==> config.mk <==
export PLATFORM = sky130hd
export DESIGN_NAME = sit_orient
export DESIGN_NICKNAME = d
export VERILOG_FILES = /design/src/rtl/sit_pkg.sv /design/src/rtl/sit_orient.sv
export SDC_FILE = /design/constraint.sdc
export NUM_CORES = 2
export LEC_CHECK = 0
export BUFFER_PORTS_ARGS = -buffer_cell sky130_fd_sc_hd__buf_2
export CAP_MARGIN = 15
export CORE_ASPECT_RATIO = 0.5
export CORE_UTILIZATION = 40
export DETAILED_ROUTE_END_ITERATION = 7
export GPL_ROUTABILITY_DRIVEN = 0
export MAX_ROUTING_LAYER = met4
export SLEW_MARGIN = 0
export SYNTH_ARGS = -nofsm -noshare
export SYNTH_HDL_FRONTEND = slang
export SYNTH_SLANG_ARGS = --single-unit
export TNS_END_PERCENT = 5
==> constraint.sdc <==
create_clock -name aclk -period 19.4 [get_ports aclk]
set_input_delay 3.88 -clock aclk [delete_from_list [all_inputs] [get_ports aclk]]
set_output_delay 3.88 -clock aclk [all_outputs]
set_load 0.03 [all_outputs]
==> src/rtl/sit_pkg.sv <==
`timescale 1ns / 1ps
// shared types and constants for the segment intersection test core
// no dependencies

package sit_pkg;

    // width of the collinearity tolerance register
    localparam int TOL_BITS = 33;

    // result byte width on the master side
    localparam int RESULT_BYTES_W = 8;

    // classification of one orientation determinant
    typedef struct packed {
        logic zero;   // magnitude within tolerance, collinear
        logic neg;    // sign of the determinant, meaningful when zero is low
    } orient_class_t;

    // true when two classes differ (zero, positive and negative are distinct)
    function automatic logic class_differs(input orient_class_t a, input orient_class_t b);
        class_differs = (a.zero != b.zero) || (!a.zero && (a.neg != b.neg));
    endfunction

endpackage

==> src/rtl/sit_orient.sv <==
`timescale 1ns / 1ps
// one orientation determinant: registered products, then registered class
// depends on sit_pkg

module sit_orient import sit_pkg::*; #(
    parameter int COORD_BITS = 16
) (
    input  logic                         aclk,
    input  logic                         prod_en,
    input  logic                         cls_en,
    input  logic signed [COORD_BITS-1:0] p0x,
    input  logic signed [COORD_BITS-1:0] p0y,
    input  logic signed [COORD_BITS-1:0] p1x,
    input  logic signed [COORD_BITS-1:0] p1y,
    input  logic signed [COORD_BITS-1:0] p2x,
    input  logic signed [COORD_BITS-1:0] p2y,
    input  logic        [TOL_BITS-1:0]   tolerance,
    output orient_class_t                cls_reg
);

    localparam int DIFF_W = COORD_BITS + 1;
    localparam int PROD_W = 2 * COORD_BITS + 2;
    localparam int DET_W  = 2 * COORD_BITS + 3;
    localparam int CMP_W  = (DET_W > TOL_BITS) ? DET_W : TOL_BITS;

    logic signed [DIFF_W-1:0] ux, uy, vx, vy;
    logic signed [PROD_W-1:0] prod_a_reg, prod_b_reg;
    logic signed [PROD_W-1:0] prod_a_next, prod_b_next;
    logic signed [DET_W-1:0]  det;
    logic        [DET_W-1:0]  mag;
    orient_class_t            cls_next;

    // edge vectors p0->p1 and p1->p2
    assign ux = DIFF_W'(p1x) - DIFF_W'(p0x);
    assign uy = DIFF_W'(p1y) - DIFF_W'(p0y);
    assign vx = DIFF_W'(p2x) - DIFF_W'(p1x);
    assign vy = DIFF_W'(p2y) - DIFF_W'(p1y);

    assign prod_a_next = PROD_W'(ux) * PROD_W'(vy);
    assign prod_b_next = PROD_W'(vx) * PROD_W'(uy);

    always_ff @(posedge aclk) begin
        if (prod_en) begin
            prod_a_reg <= prod_a_next;
            prod_b_reg <= prod_b_next;
        end
    end

    assign det = DET_W'(prod_a_reg) - DET_W'(prod_b_reg);
    assign mag = det[DET_W-1] ? DET_W'(-det) : DET_W'(det);

    always_comb begin
        cls_next.zero = CMP_W'(mag) <= CMP_W'(tolerance);
        cls_next.neg  = det[DET_W-1];
    end

    always_ff @(posedge aclk) begin
        if (cls_en) begin
            cls_reg <= cls_next;
        end
    end

endmodule

==> out/qor.csv <==
stage;metric;value;unit
run_status;outcome;complete, no violations;
worst_setup_path;crit_family;adder cells;
clock_tree;clk_pin_slew;0.06;ns
worst_setup_path;critical_path.max_fanout;11;
detailed_routing;wl_per_cell;18.13;um
placement;dp_slack;5.971;ns
detailed_routing;ant_nets;0;
detailed_routing;drt_iter0_markers;1581;
timing;layout_min_cycle_time;13.09;ns
floorplan;die-area;0.07702;mm2
cells_and_area;multi_input_area;0.02490;mm2
floorplan;initial_utilization;0.4099;
worst_setup_path;crit_arrival;13.19;ns
cells_and_area;ff_latch_area;0.002102;mm2
placement;place_area;0.03238;mm2
worst_setup_path;start_kind;input pin;
timing;worstMarginPinSlew;1.268;ns
clock_tree;cts_buffer_depth;2;
logic_synthesis;synth_simple_gate_area_frac;0.1512;
worst_setup_path;cp-end-kind;register;
clock_tree;cts_setup_buffers;0;
logic_synthesis;synth_warnings;0;
timing;fin_skew;0.004248;ns
logic_synthesis;synthDistinctLibCells;79;
worst_setup_path;critPathKind;input pin to register;
logic_synthesis;synth-xor-area-share;0.05514;
logic_synthesis;synth_top_cell_area_share;0.3939;
logic_synthesis;synth_nets;4539;
logic_synthesis;synth_top_family_by_area;adder cells;
floorplan;coreArea;0.07401;mm2
logic_synthesis;synth_compound_area_frac;0.09284;
cells_and_area;fill_cells;7333;
detailed_routing;drc_errors;0;
placement;port_buffers;133;
worst_setup_path;crit_buf_inv;7;
clock_tree;cts_resized;0;
cells_and_area;fin_cells;4639;
worst_setup_path;critPathSlowestCell;xor2_1;
cells_and_area;drive_gt1_frac;0.06722;
timing;final-setup-viol-count;0;
cells_and_area;areaGrowthSynthToFinish;7.617;%
worst_setup_path;crit_required;19.50;ns
logic_synthesis;synth_fa_ha_area_frac;0.5185;
logic_synthesis;ys_async_sr_fraction;0;
cells_and_area;finalInstanceArea;0.03265;mm2
floorplan;die_w;391.5;um
logic_synthesis;syn_area;0.03034;mm2
clock_tree;cts_tree;yes;
logic_synthesis;yosys-top-cells-area;fa_1 (39%), ha_1 (12%), inv_1 (10%);
placement;place.detailed.hpwl;72.49;mm
clock_tree;cts_root_buffer;clkbuf_16;
logic_synthesis;synth_flop_cell;edfxtp_1;
timing;drv_slew;0;
timing;setup_tns;0;ns
clock_tree;insertion_delay;0.35;ns
detailed_routing;dr.pass1.iters;6;
timing;worst_slack;6.309;ns
global_route;antenna_found_initial;1;
timing;hold_violations;0;
logic_synthesis;synth_most_common_cell;inv_1;
global_route;track_usage;0.2353;
clock_tree;cts_max_level;3;
floorplan;die_h;196.7;um
global_route;grt_start_max_net_pins;69;
detailed_routing;dr_total_vias;24190;
global_route;grt_overflow_total;0;
floorplan;ios;134;
floorplan;rows;70;
global_route;grt_pass1_vias;25560;
timing;slew-limit-headroom;0.1519;
clock_tree;cts_buffers;9;
logic_synthesis;yosysTopAreaCell;fa_1;
logic_synthesis;synth-seq-area-share;0.06929;
clock_tree;cts.hold.buffers_added;0;
worst_setup_path;critical_path.max_stage_delay;0.94;ns
clock_tree;clock_sinks;70;
global_route;grt_pass1_wl;136.8;mm
detailed_routing;routed_wirelength;84.11;mm
logic_synthesis;synth-edff-count;70;
logic_synthesis;synth.avg_cell_area;8.648;um2
timing;timing.final.crit_share;0.6748;
timing;fmax;76.39;MHz
logic_synthesis;synth_mux_area_frac;0.002021;
timing;grt_setup_unrepaired;no;
placement;dp.cells;4621;
logic_synthesis;synth_common_cells;inv_1 (812), fa_1 (597), nand2_1 (354);
flow_run;cap_violations;0;
cells_and_area;layout.nets;4656;
detailed_routing;routed_via_density;5.214;
logic_synthesis;ys_ff_latch;70;
hold_path;hold_class;register to register;
logic_synthesis;syn_inst;3508;
stage by stage:
stage | hold slack (ns) | utilization
floorplan | 0.9617 | -
global route | 1.129 | 0.4412
CTS | 1.098 | 0.4410
global placement | 1.090 | 0.4374
finish | 1.105 | 0.4412
detailed placement | 1.093 | 0.4375
worst reg2reg max path, cell delays in order (launching register included):
cell and delay [ns]:
edfxtp_1 0.40, ha_1 0.20, inv_1 0.06, fa_1 0.42
a211oi_1 0.27, o21ai_0 0.22, nor4b_1 0.20, or3_1 0.48
o21a_1 0.25, nand3_1 0.11, a41oi_2 0.12, buf_4 0.23
inv_1 0.37, o21ai_0 0.20, ha_1 0.31, nor2b_1 0.13
o21a_1 0.16, o21a_1 0.17, o21bai_1 0.12, a21oi_1 0.10
o31a_1 0.28, a2111oi_0 0.82, o311ai_0 0.25, a32o_1 0.31
a211oi_2 0.16
cells by family (layout without fill, tap and decap cells):
| logic type | count (synthesis) | after routing |
|---|---|---|
| xor+xnor | 191 | 191 |
| other cells | 0 | 1 |
| simple gates | 1024 | 1024 |
| compound gates | 425 | 425 |
| flops | 70 | 70 |
| buf+inv | 893 | 1015 |
| fa+ha+maj | 899 | 899 |
| mux | 6 | 6 |
routing by layer:
metal	global-route usage	wire length, um	vias up
li1	-	-	11120
met1	0.3046	36440	12210
met2	0.3877	39830	710
met3	0.02716	5076	148
met4	0.07190	2762	0
met5	-	0	-
final timing paths:
check	start	to	slack, ns	depth (start not counted)
worst min-delay path	prod_a_reg[32]	cls_reg[1]	1.11	4
worst max-delay path	p1x[1]	prod_b_reg[32]	6.31	33
worst max register to register	prod_b_reg[0]	cls_reg[1]	12.87	24
worst min register to register	prod_a_reg[32]	cls_reg[1]	1.11	4
cell usage in the layout (no fill, tap or decap), types with 9 or more instances in the layout:
cell type / count
o21ai_0: 74
nand3_1: 42
xor2_1: 57
ha_1: 302
nor2b_1: 46
nand4_1: 23
edfxtp_1: 70
o31ai_1: 9
o21a_1: 31
a31oi_1: 17
o21bai_1: 20
a211oi_1: 15
or2_2: 24
nand2b_1: 34
and3_1: 15
or3_1: 20
a21oi_1: 119
clkbuf_16: 9
a21boi_0: 14
and2_1: 32
a21o_1: 47
xnor2_1: 132
buf_2: 133
inv_1: 812
buf_4: 53
nor3_1: 53
nand2_1: 354
fa_1: 597
nor2_1: 347
cell type report:
type / instances / area share
multi-input cells: 2545 / 0.7627
inverters: 812 / 0.09335
flip-flops and latches: 70 / 0.06438
well taps: 1008 / 0.03863
repair buffers: 187 / 0.03292
clock buffers: 11 / 0.007128
clock inverters: 5 / 0.0008048
diodes: 1 / 0.00007665
Power is left out: the tool's default activity adds up to more than one toggle a clock period on the data nets, which glitch-free logic cannot reach.
